## src/rtl/core/qra_pkg.sv

```systemverilog
// qra_pkg: request and result types, microcode word layout and program rom
// for the quaternion rotation accumulator; no dependencies
package qra_pkg;

    // request: one quaternion and the load / compose selector
    typedef struct packed {
        logic               mode;
        logic signed [15:0] in_scalar;
        logic signed [15:0] in_vec_x;
        logic signed [15:0] in_vec_y;
        logic signed [15:0] in_vec_z;
    } in_item_t;

    // result: 3x3 rotation matrix, Q2.14
    typedef struct packed {
        logic signed [15:0] rot_00;
        logic signed [15:0] rot_01;
        logic signed [15:0] rot_02;
        logic signed [15:0] rot_10;
        logic signed [15:0] rot_11;
        logic signed [15:0] rot_12;
        logic signed [15:0] rot_20;
        logic signed [15:0] rot_21;
        logic signed [15:0] rot_22;
    } out_item_t;

    localparam logic MODE_LOAD    = 1'b0;
    localparam logic MODE_COMPOSE = 1'b1;

    localparam int ACC_W  = 36;
    localparam int PC_W   = 5;
    localparam int MTX_N  = 9;
    localparam int MIDX_W = 4;

    localparam logic signed [15:0]      Q14_ONE = 16'sd16384;
    localparam logic signed [ACC_W-1:0] Q28_ONE = 36'sd268435456;
    localparam logic signed [ACC_W-1:0] RND_HALF = 36'sd8192;

    // program entry points
    localparam logic [PC_W-1:0] PC_COMPOSE = 5'd0;
    localparam logic [PC_W-1:0] PC_MATRIX  = 5'd18;

    // multiplier operand sources
    typedef enum logic [2:0] {
        SRC_S, SRC_X, SRC_Y, SRC_Z, SRC_QS, SRC_QX, SRC_QY, SRC_QZ
    } src_t;

    // accumulator operations on the registered product
    typedef enum logic [2:0] {
        ACC_HOLD,
        ACC_SET,
        ACC_ONEM,
        ACC_ADD,
        ACC_SUB
    } acc_op_t;

    // write-back targets for a rounded accumulator
    typedef enum logic [3:0] {
        DST_NONE, DST_NS, DST_NX, DST_NY, DST_COMMIT,
        DST_M0, DST_M1, DST_M2, DST_M3, DST_M4, DST_M5, DST_M6, DST_M7, DST_M8
    } dst_t;

    // sequencing: advance, or wait for the result slot and retire
    typedef enum logic {
        SEQ_NEXT,
        SEQ_FINISH
    } seq_t;

    typedef struct packed {
        src_t    mul_a;
        src_t    mul_b;
        logic    dbl;
        acc_op_t op_a;
        acc_op_t op_b;
        dst_t    wr_a;
        dst_t    wr_b;
        seq_t    seq;
    } ctrl_word_t;

    function automatic ctrl_word_t uw(input src_t a, input src_t b, input logic dbl,
                                      input acc_op_t oa, input acc_op_t ob,
                                      input dst_t wa, input dst_t wb, input seq_t sq);
        ctrl_word_t w;
        w.mul_a = a;
        w.mul_b = b;
        w.dbl   = dbl;
        w.op_a  = oa;
        w.op_b  = ob;
        w.wr_a  = wa;
        w.wr_b  = wb;
        w.seq   = sq;
        return w;
    endfunction

    // program: a product issued at one step is accumulated at the step after it,
    // an accumulator is rounded and written at the step after its last update
    function automatic ctrl_word_t ucode_rom(input logic [PC_W-1:0] pc);
        ctrl_word_t w;
        case (pc)
            // compose: new scalar
            5'd0:  w = uw(SRC_S,  SRC_QS, 1'b0, ACC_HOLD, ACC_HOLD, DST_NONE, DST_NONE, SEQ_NEXT);
            5'd1:  w = uw(SRC_X,  SRC_QX, 1'b0, ACC_SET,  ACC_HOLD, DST_NONE, DST_NONE, SEQ_NEXT);
            5'd2:  w = uw(SRC_Y,  SRC_QY, 1'b0, ACC_SUB,  ACC_HOLD, DST_NONE, DST_NONE, SEQ_NEXT);
            5'd3:  w = uw(SRC_Z,  SRC_QZ, 1'b0, ACC_SUB,  ACC_HOLD, DST_NONE, DST_NONE, SEQ_NEXT);
            // compose: new x
            5'd4:  w = uw(SRC_QX, SRC_S,  1'b0, ACC_SUB,  ACC_HOLD, DST_NONE, DST_NONE, SEQ_NEXT);
            5'd5:  w = uw(SRC_X,  SRC_QS, 1'b0, ACC_SET,  ACC_HOLD, DST_NS,   DST_NONE, SEQ_NEXT);
            5'd6:  w = uw(SRC_Y,  SRC_QZ, 1'b0, ACC_ADD,  ACC_HOLD, DST_NONE, DST_NONE, SEQ_NEXT);
            5'd7:  w = uw(SRC_Z,  SRC_QY, 1'b0, ACC_ADD,  ACC_HOLD, DST_NONE, DST_NONE, SEQ_NEXT);
            // compose: new y
            5'd8:  w = uw(SRC_QY, SRC_S,  1'b0, ACC_SUB,  ACC_HOLD, DST_NONE, DST_NONE, SEQ_NEXT);
            5'd9:  w = uw(SRC_Y,  SRC_QS, 1'b0, ACC_SET,  ACC_HOLD, DST_NX,   DST_NONE, SEQ_NEXT);
            5'd10: w = uw(SRC_Z,  SRC_QX, 1'b0, ACC_ADD,  ACC_HOLD, DST_NONE, DST_NONE, SEQ_NEXT);
            5'd11: w = uw(SRC_X,  SRC_QZ, 1'b0, ACC_ADD,  ACC_HOLD, DST_NONE, DST_NONE, SEQ_NEXT);
            // compose: new z
            5'd12: w = uw(SRC_QZ, SRC_S,  1'b0, ACC_SUB,  ACC_HOLD, DST_NONE, DST_NONE, SEQ_NEXT);
            5'd13: w = uw(SRC_Z,  SRC_QS, 1'b0, ACC_SET,  ACC_HOLD, DST_NY,   DST_NONE, SEQ_NEXT);
            5'd14: w = uw(SRC_X,  SRC_QY, 1'b0, ACC_ADD,  ACC_HOLD, DST_NONE, DST_NONE, SEQ_NEXT);
            5'd15: w = uw(SRC_Y,  SRC_QX, 1'b0, ACC_ADD,  ACC_HOLD, DST_NONE, DST_NONE, SEQ_NEXT);
            5'd16: w = uw(SRC_S,  SRC_S,  1'b0, ACC_SUB,  ACC_HOLD, DST_NONE, DST_NONE, SEQ_NEXT);
            5'd17: w = uw(SRC_S,  SRC_S,  1'b0, ACC_HOLD, ACC_HOLD, DST_COMMIT, DST_NONE,
                          SEQ_NEXT);
            // matrix: off-diagonal pairs share their products
            5'd18: w = uw(SRC_X,  SRC_Y,  1'b1, ACC_HOLD, ACC_HOLD, DST_NONE, DST_NONE, SEQ_NEXT);
            5'd19: w = uw(SRC_Z,  SRC_S,  1'b1, ACC_SET,  ACC_SET,  DST_NONE, DST_NONE, SEQ_NEXT);
            5'd20: w = uw(SRC_Z,  SRC_X,  1'b1, ACC_SUB,  ACC_ADD,  DST_NONE, DST_NONE, SEQ_NEXT);
            5'd21: w = uw(SRC_Y,  SRC_S,  1'b1, ACC_SET,  ACC_SET,  DST_M1,   DST_M3,   SEQ_NEXT);
            5'd22: w = uw(SRC_Y,  SRC_Z,  1'b1, ACC_ADD,  ACC_SUB,  DST_NONE, DST_NONE, SEQ_NEXT);
            5'd23: w = uw(SRC_X,  SRC_S,  1'b1, ACC_SET,  ACC_SET,  DST_M2,   DST_M6,   SEQ_NEXT);
            5'd24: w = uw(SRC_Y,  SRC_Y,  1'b1, ACC_SUB,  ACC_ADD,  DST_NONE, DST_NONE, SEQ_NEXT);
            // matrix: diagonal
            5'd25: w = uw(SRC_Z,  SRC_Z,  1'b1, ACC_ONEM, ACC_ONEM, DST_M5,   DST_M7,   SEQ_NEXT);
            5'd26: w = uw(SRC_X,  SRC_X,  1'b1, ACC_SUB,  ACC_HOLD, DST_NONE, DST_NONE, SEQ_NEXT);
            5'd27: w = uw(SRC_Z,  SRC_Z,  1'b1, ACC_ONEM, ACC_SUB,  DST_M0,   DST_NONE, SEQ_NEXT);
            5'd28: w = uw(SRC_S,  SRC_S,  1'b1, ACC_SUB,  ACC_HOLD, DST_NONE, DST_M8,   SEQ_NEXT);
            5'd29: w = uw(SRC_S,  SRC_S,  1'b0, ACC_HOLD, ACC_HOLD, DST_M4,   DST_NONE, SEQ_NEXT);
            default: w = uw(SRC_S, SRC_S, 1'b0, ACC_HOLD, ACC_HOLD, DST_NONE, DST_NONE,
                            SEQ_FINISH);
        endcase
        return w;
    endfunction

    // Q8.28 sum to Q2.14: add half, floor shift, saturate
    function automatic logic signed [15:0] round_sat(input logic signed [ACC_W-1:0] v);
        logic signed [ACC_W-1:0]  t;
        logic signed [ACC_W-15:0] r;
        logic signed [15:0]       res;
        t = v + RND_HALF;
        r = t[ACC_W-1:14];
        if (r > 22'sd32767)
            res = 16'sh7fff;
        else if (r < -22'sd32768)
            res = 16'sh8000;
        else
            res = r[15:0];
        return res;
    endfunction

endpackage

```

## src/rtl/core/quaternion_rotation_accumulator.sv

```systemverilog
// quaternion_rotation_accumulator: microcoded orientation update and
// rotation matrix build around one shared 16x16 multiplier
// a load request runs the matrix program; a compose request runs the compose
// program and then the matrix program; one request at a time, set by the
//   single multiplier stepping through the program rom, one product a cycle
// a request is taken while an earlier result still waits in the output register
// reset: asynchronous active low; orientation returns to identity, no result pending
// depends on qra_pkg
module quaternion_rotation_accumulator (
    input  logic               clk,
    input  logic               rst_n,
    input  logic               cmd_valid,
    output logic               cmd_stall,
    input  qra_pkg::in_item_t  cmd,
    output logic               res_valid,
    input  logic               res_stall,
    output qra_pkg::out_item_t res
);

    typedef enum logic {
        ST_IDLE,
        ST_RUN
    } state_t;

    state_t                    state_reg;
    logic [qra_pkg::PC_W-1:0]  pc_reg;
    logic                      res_valid_reg;
    qra_pkg::out_item_t        res_reg;

    // orientation state
    logic signed [15:0] s_reg, x_reg, y_reg, z_reg;
    // operand copy of the request and composed temporaries
    logic signed [15:0] qs_reg, qx_reg, qy_reg, qz_reg;
    logic signed [15:0] ns_reg, nx_reg, ny_reg;

    logic signed [31:0]                prod_reg;
    logic signed [qra_pkg::ACC_W-1:0]  acc_a_reg, acc_b_reg;
    logic signed [qra_pkg::ACC_W-1:0]  acc_a_next, acc_b_next;
    logic signed [15:0]                mtx_reg [qra_pkg::MTX_N];

    qra_pkg::ctrl_word_t               cw;
    logic signed [15:0]                opa, opb;
    logic signed [32:0]                p33;
    logic signed [qra_pkg::ACC_W-1:0]  addend;
    logic signed [15:0]                rnd_a, rnd_b;
    logic                              accept, running, finish_go, res_taken;

    // control word fetch
    assign cw = qra_pkg::ucode_rom(pc_reg);

    assign running   = (state_reg == ST_RUN);
    assign accept    = cmd_valid && (state_reg == ST_IDLE);
    assign res_taken = res_valid_reg && !res_stall;
    assign finish_go = running && (cw.seq == qra_pkg::SEQ_FINISH)
                       && (!res_valid_reg || !res_stall);

    assign cmd_stall = running;
    assign res_valid = res_valid_reg;
    assign res       = res_reg;

    function automatic logic signed [15:0] pick(
        input qra_pkg::src_t sel,
        input logic signed [15:0] s, x, y, z, qs, qx, qy, qz);
        logic signed [15:0] v;
        case (sel)
            qra_pkg::SRC_S:  v = s;
            qra_pkg::SRC_X:  v = x;
            qra_pkg::SRC_Y:  v = y;
            qra_pkg::SRC_Z:  v = z;
            qra_pkg::SRC_QS: v = qs;
            qra_pkg::SRC_QX: v = qx;
            qra_pkg::SRC_QY: v = qy;
            qra_pkg::SRC_QZ: v = qz;
            default:         v = s;
        endcase
        return v;
    endfunction

    function automatic logic signed [qra_pkg::ACC_W-1:0] acc_step(
        input qra_pkg::acc_op_t op,
        input logic signed [qra_pkg::ACC_W-1:0] acc,
        input logic signed [qra_pkg::ACC_W-1:0] p);
        logic signed [qra_pkg::ACC_W-1:0] v;
        case (op)
            qra_pkg::ACC_HOLD: v = acc;
            qra_pkg::ACC_SET:  v = p;
            qra_pkg::ACC_ONEM: v = qra_pkg::Q28_ONE - p;
            qra_pkg::ACC_ADD:  v = acc + p;
            qra_pkg::ACC_SUB:  v = acc - p;
            default:           v = acc;
        endcase
        return v;
    endfunction

    // operand selection and accumulator update
    always_comb
    begin
        opa        = pick(cw.mul_a, s_reg, x_reg, y_reg, z_reg,
                          qs_reg, qx_reg, qy_reg, qz_reg);
        opb        = pick(cw.mul_b, s_reg, x_reg, y_reg, z_reg,
                          qs_reg, qx_reg, qy_reg, qz_reg);
        p33        = cw.dbl ? $signed({prod_reg, 1'b0}) : 33'(prod_reg);
        addend     = qra_pkg::ACC_W'(p33);
        acc_a_next = acc_step(cw.op_a, acc_a_reg, addend);
        acc_b_next = acc_step(cw.op_b, acc_b_reg, addend);
        rnd_a      = qra_pkg::round_sat(acc_a_reg);
        rnd_b      = qra_pkg::round_sat(acc_b_reg);
    end

    // sequencer, orientation state and result valid
    always_ff @(posedge clk or negedge rst_n)
    begin
        if (!rst_n)
        begin
            state_reg     <= ST_IDLE;
            pc_reg        <= qra_pkg::PC_COMPOSE;
            res_valid_reg <= 1'b0;
            s_reg         <= qra_pkg::Q14_ONE;
            x_reg         <= '0;
            y_reg         <= '0;
            z_reg         <= '0;
        end
        else
        begin
            case (state_reg)
                ST_IDLE:
                begin
                    if (accept)
                    begin
                        state_reg <= ST_RUN;
                        if (cmd.mode == qra_pkg::MODE_LOAD)
                        begin
                            pc_reg <= qra_pkg::PC_MATRIX;
                            s_reg  <= cmd.in_scalar;
                            x_reg  <= cmd.in_vec_x;
                            y_reg  <= cmd.in_vec_y;
                            z_reg  <= cmd.in_vec_z;
                        end
                        else
                        begin
                            pc_reg <= qra_pkg::PC_COMPOSE;
                        end
                    end
                end
                ST_RUN:
                begin
                    if (cw.wr_a == qra_pkg::DST_COMMIT)
                    begin
                        s_reg <= ns_reg;
                        x_reg <= nx_reg;
                        y_reg <= ny_reg;
                        z_reg <= rnd_a;
                    end
                    if (cw.seq == qra_pkg::SEQ_NEXT)
                    begin
                        pc_reg <= pc_reg + 1'b1;
                    end
                    else if (finish_go)
                    begin
                        state_reg     <= ST_IDLE;
                        res_valid_reg <= 1'b1;
                    end
                end
                default:
                begin
                    state_reg <= ST_IDLE;
                end
            endcase
            // result slot empties when taken, unless refilled on the same edge
            if (res_taken && !finish_go)
                res_valid_reg <= 1'b0;
        end
    end

    // datapath registers
    always_ff @(posedge clk)
    begin
        if (accept)
        begin
            qs_reg <= cmd.in_scalar;
            qx_reg <= cmd.in_vec_x;
            qy_reg <= cmd.in_vec_y;
            qz_reg <= cmd.in_vec_z;
        end
        prod_reg  <= opa * opb;
        acc_a_reg <= acc_a_next;
        acc_b_reg <= acc_b_next;
        if (running)
        begin
            case (cw.wr_a)
                qra_pkg::DST_NS: ns_reg <= rnd_a;
                qra_pkg::DST_NX: nx_reg <= rnd_a;
                qra_pkg::DST_NY: ny_reg <= rnd_a;
                default: ;
            endcase
            if (cw.wr_a >= qra_pkg::DST_M0)
                mtx_reg[qra_pkg::MIDX_W'(cw.wr_a - qra_pkg::DST_M0)] <= rnd_a;
            if (cw.wr_b >= qra_pkg::DST_M0)
                mtx_reg[qra_pkg::MIDX_W'(cw.wr_b - qra_pkg::DST_M0)] <= rnd_b;
        end
        if (finish_go)
        begin
            res_reg.rot_00 <= mtx_reg[0];
            res_reg.rot_01 <= mtx_reg[1];
            res_reg.rot_02 <= mtx_reg[2];
            res_reg.rot_10 <= mtx_reg[3];
            res_reg.rot_11 <= mtx_reg[4];
            res_reg.rot_12 <= mtx_reg[5];
            res_reg.rot_20 <= mtx_reg[6];
            res_reg.rot_21 <= mtx_reg[7];
            res_reg.rot_22 <= mtx_reg[8];
        end
    end

endmodule

```

## config.mk

```make
export PLATFORM = sky130hd
export DESIGN_NAME = quaternion_rotation_accumulator
export DESIGN_NICKNAME = d
export VERILOG_FILES = /design/src/rtl/core/qra_pkg.sv /design/src/rtl/core/quaternion_rotation_accumulator.sv
export SDC_FILE = /design/constraint.sdc
export NUM_CORES = 2
export LEC_CHECK = 0
export BUFFER_PORTS_ARGS = -buffer_cell sky130_fd_sc_hd__buf_2
export CORE_MARGIN = 4
export CORE_UTILIZATION = 30
export CTS_CLUSTER_SIZE = 25
export DETAILED_ROUTE_END_ITERATION = 8
export PLACE_DENSITY_LB_ADDON = 0.3
export RECOVER_POWER = 50
export SLEW_MARGIN = 20
export SYNTH_ARGS = -nofsm -noshare
export SYNTH_HDL_FRONTEND = slang
export SYNTH_SLANG_ARGS = --single-unit
```

## constraint.sdc

```tcl
create_clock -name clk -period 10.68 [get_ports clk]
set_input_delay 2.136 -clock clk [delete_from_list [all_inputs] [get_ports clk]]
set_output_delay 2.136 -clock clk [all_outputs]
set_load 0.02 [all_outputs]
```

==> metrics <==
Reg2Reg Depth 32; Max Fclk 101 MHz; EDFF count, synth 472; Die Area about 140000 um2; DP Wirelength 96.1 mm; crit path time final between 9000 and 10000 ps; Worst Setup Start Kind flip-flop; area delta synth->final 14.0%; drt wl/cell 21.8 um; CTS Buf Count 67; Synth warnings 0; max cap viols 7; CP Capture Type flip-flop; Clock Skew between 30 and 40 ps; H-tree levels 3; Post-DRT Antenna Nets 0; hold buffers post-CTS 0; worst-margin pin slew slightly above 8000 ps; post_cts resized 0; IO Pins around 220; nets 4601; HP Class flip-flop to flip-flop; clock sink count 575; Hold Crit Start mtx_reg[4][14]$_DFFE_PP_; number of port buffers 214; Post-CTS Setup Bufs 0; WS Path Type flip-flop to flip-flop; routed vias approximately 31000; synthesized area per cell roughly 10 um2; hold depth 0; post-placement cell count 5787; final std cells w/o fill a little under 6000; Finished Cell Area ~45000 um2; final number of max-transition violations about 420; ys async rst share 12.3%; failing checks max-capacitance violations, max-slew violations; Initial Util between 30 and 40%; Root Buffer clkbuf_16; share of cells above drive strength 1 9.69%; Finish-stage setup viols 0; n_diodes 0; Clock Latency Late Sink approximately 650 ps; Vias/cell ~5.3; Row Count 133; r2r setup slk a little over 800 ps; Worst Hold Path EP res[78]$_DFFE_PP_; grt total ovfl 0; Data arrival, critical path 10440 ps; Overall Global Routing Usage a little under a fifth; CTS clk-pin slew, worst paths approximately 60 ps; synth unique cells 84; CP required about 11000 ps; fin crit share 92.4%; WHS about 400 ps; RR Startpoint pc_reg[0]$_DFFE_PN0P_; gpl congestion approximately 0.9; top_reg_cell synth edfxtp_1; largest net degree at the start of global routing ~150; status complete, but fails checks; total negative slack 0 ps; vias in the first global route slightly above 30000; Syn Inst Count between 3000 and 4000; Syn Nets 4405; first-pass GRT wire length approximately 200 mm; Syn Std Cell Area 39900 um2; routed wire length 129 mm; Clock Path Buffers 3; DRC viols 0; Final Hold Fails 0; Die Wd between 300 and 400 um; Seq/Total Area, Yosys between 40% and 50%; height of the die 373 um; core area 132000 um2; Slew headroom -443%; RSZ-0062 raised after global routing no; #FFs+latches synth around 580; CP Max Fanout 17; placed instance area roughly 43000 um2; WP buf/inv 7; reg-to-reg endpoint prod_reg[30]$_DFF_P_; CTS tree done; initial antenna violation count 4; Critical-path top delay cell a222oi_1; CP max stage delay around 740 ps; Initial DRT Pass Iterations 6; initial DRC count about 3300; Largest delay share family, worst path compound AO/OA/AOI/OAI gates
worst max-delay path by stage:
stage	start	endpoint	slack, ps	cells past startpoint
after floorplan	res_stall	res[0]$_DFFE_PP_	870	1
after global placement	pc_reg[0]$_DFFE_PN0P_	prod_reg[31]$_DFF_P_	1040	34
after detailed placement	pc_reg[0]$_DFFE_PN0P_	prod_reg[31]$_DFF_P_	950	32
after CTS	pc_reg[0]$_DFFE_PN0P_	prod_reg[31]$_DFF_P_	940	32
after global routing	pc_reg[1]$_DFFE_PN0P_	prod_reg[31]$_DFF_P_	200	32
final	pc_reg[0]$_DFFE_PN0P_	prod_reg[30]$_DFF_P_	810	32
kinds of logic (layout without fill, tap and decap cells):
family / count (synthesis) / count (layout) / synth area share, %
fa+ha+maj: 429 / 429 / 18.5
xor+xnor: 188 / 188 / 4.13
flops: 575 / 575 / 41.6
mux: 117 / 117 / 3.10
buf+inv: 548 / 798 / 5.22
compound gates: 913 / 913 / 14.6
simple gates: 1137 / 1137 / 12.9
cell type report:
type | instances | area (um2)
clock buffer | 82 | 1750
clock inverter | 41 | 505
fill | 13300 | 86300
inverter | 349 | 1310
multi-input combinational | 2784 | 21300
sequential | 575 | 16600
tap | 1755 | 2200
timing repair buffer | 326 | 1750
metal layers:
metal  wire [um]  share of wire (%)  global-route usage (%)
met2       59100                 46                    29.1
met5           0                  0                       0
met4        4090                3.2                    5.77
met1       56600                 44                    26.0
met3        8950                7.0                    2.37
cells in the final DEF (no fill, tap or decap), drive strengths merged, types with 23 or more instances in the layout:
cell    synthesis  routed
inv           348     352
fa            265     265
clkbuf        166     188
nor3           36      36
buf            33     220
nand4          23      23
nand3          66      66
a22oi          30      30
nand2b         53      53
and3           39      39
mux2i         103     103
xnor2         102     102
xor2           86      86
nand2         404     404
a221o          23      23
a21oi         243     243
a222oi         29      29
edfxtp        472     472
ha            164     164
nor2          391     391
clkinv          1      27
dfxtp          32      32
o21ai         269     269
o221ai         29      29
nor2b          41      41
o22ai          32      32
o21a           34      34
dfrtp          70      70
a21o           51      51
stage by stage:
| step | util (%) | setup WS [ps] |
|---|---|---|
| final | 34.5 | 813 |
| after global routing | 34.5 | 201 |
| after CTS | 34.6 | 935 |
| after detailed placement | 32.9 | 949 |
| after global placement | 32.9 | 1040 |
| after floorplan | - | 868 |
cell usage after synthesis (15+ instances only):
cell type	n	area [um2]
edfxtp_1	472	14200
nand2_1	404	1520
nor2_1	390	1460
inv_1	348	1310
fa_1	265	5310
o21ai_0	247	1240
a21oi_1	243	1220
clkbuf_1	166	623
ha_1	164	2050
xnor2_1	102	893
mux2i_1	101	1010
xor2_1	86	753
dfrtp_1	70	1750
nand3_1	65	325
nand2b_1	53	332
a21o_1	51	383
nor2b_1	41	257
and3_1	39	244
nor3_1	34	170
o21a_1	34	255
dfxtp_1	32	641
o22ai_1	32	200
a22oi_1	30	225
a222oi_1	29	290
o221ai_1	29	254
a221o_1	23	230
nand4_1	23	144
a211oi_1	22	165
a221oi_1	22	193
o21ai_1	22	110
a31oi_1	21	131
buf_1	20	75.1
and2_1	17	106
o211ai_1	16	120
or2_2	15	93.8
Power is not shown: default switching activity piles up to over one toggle a cycle in this logic, so the estimate is an artifact.
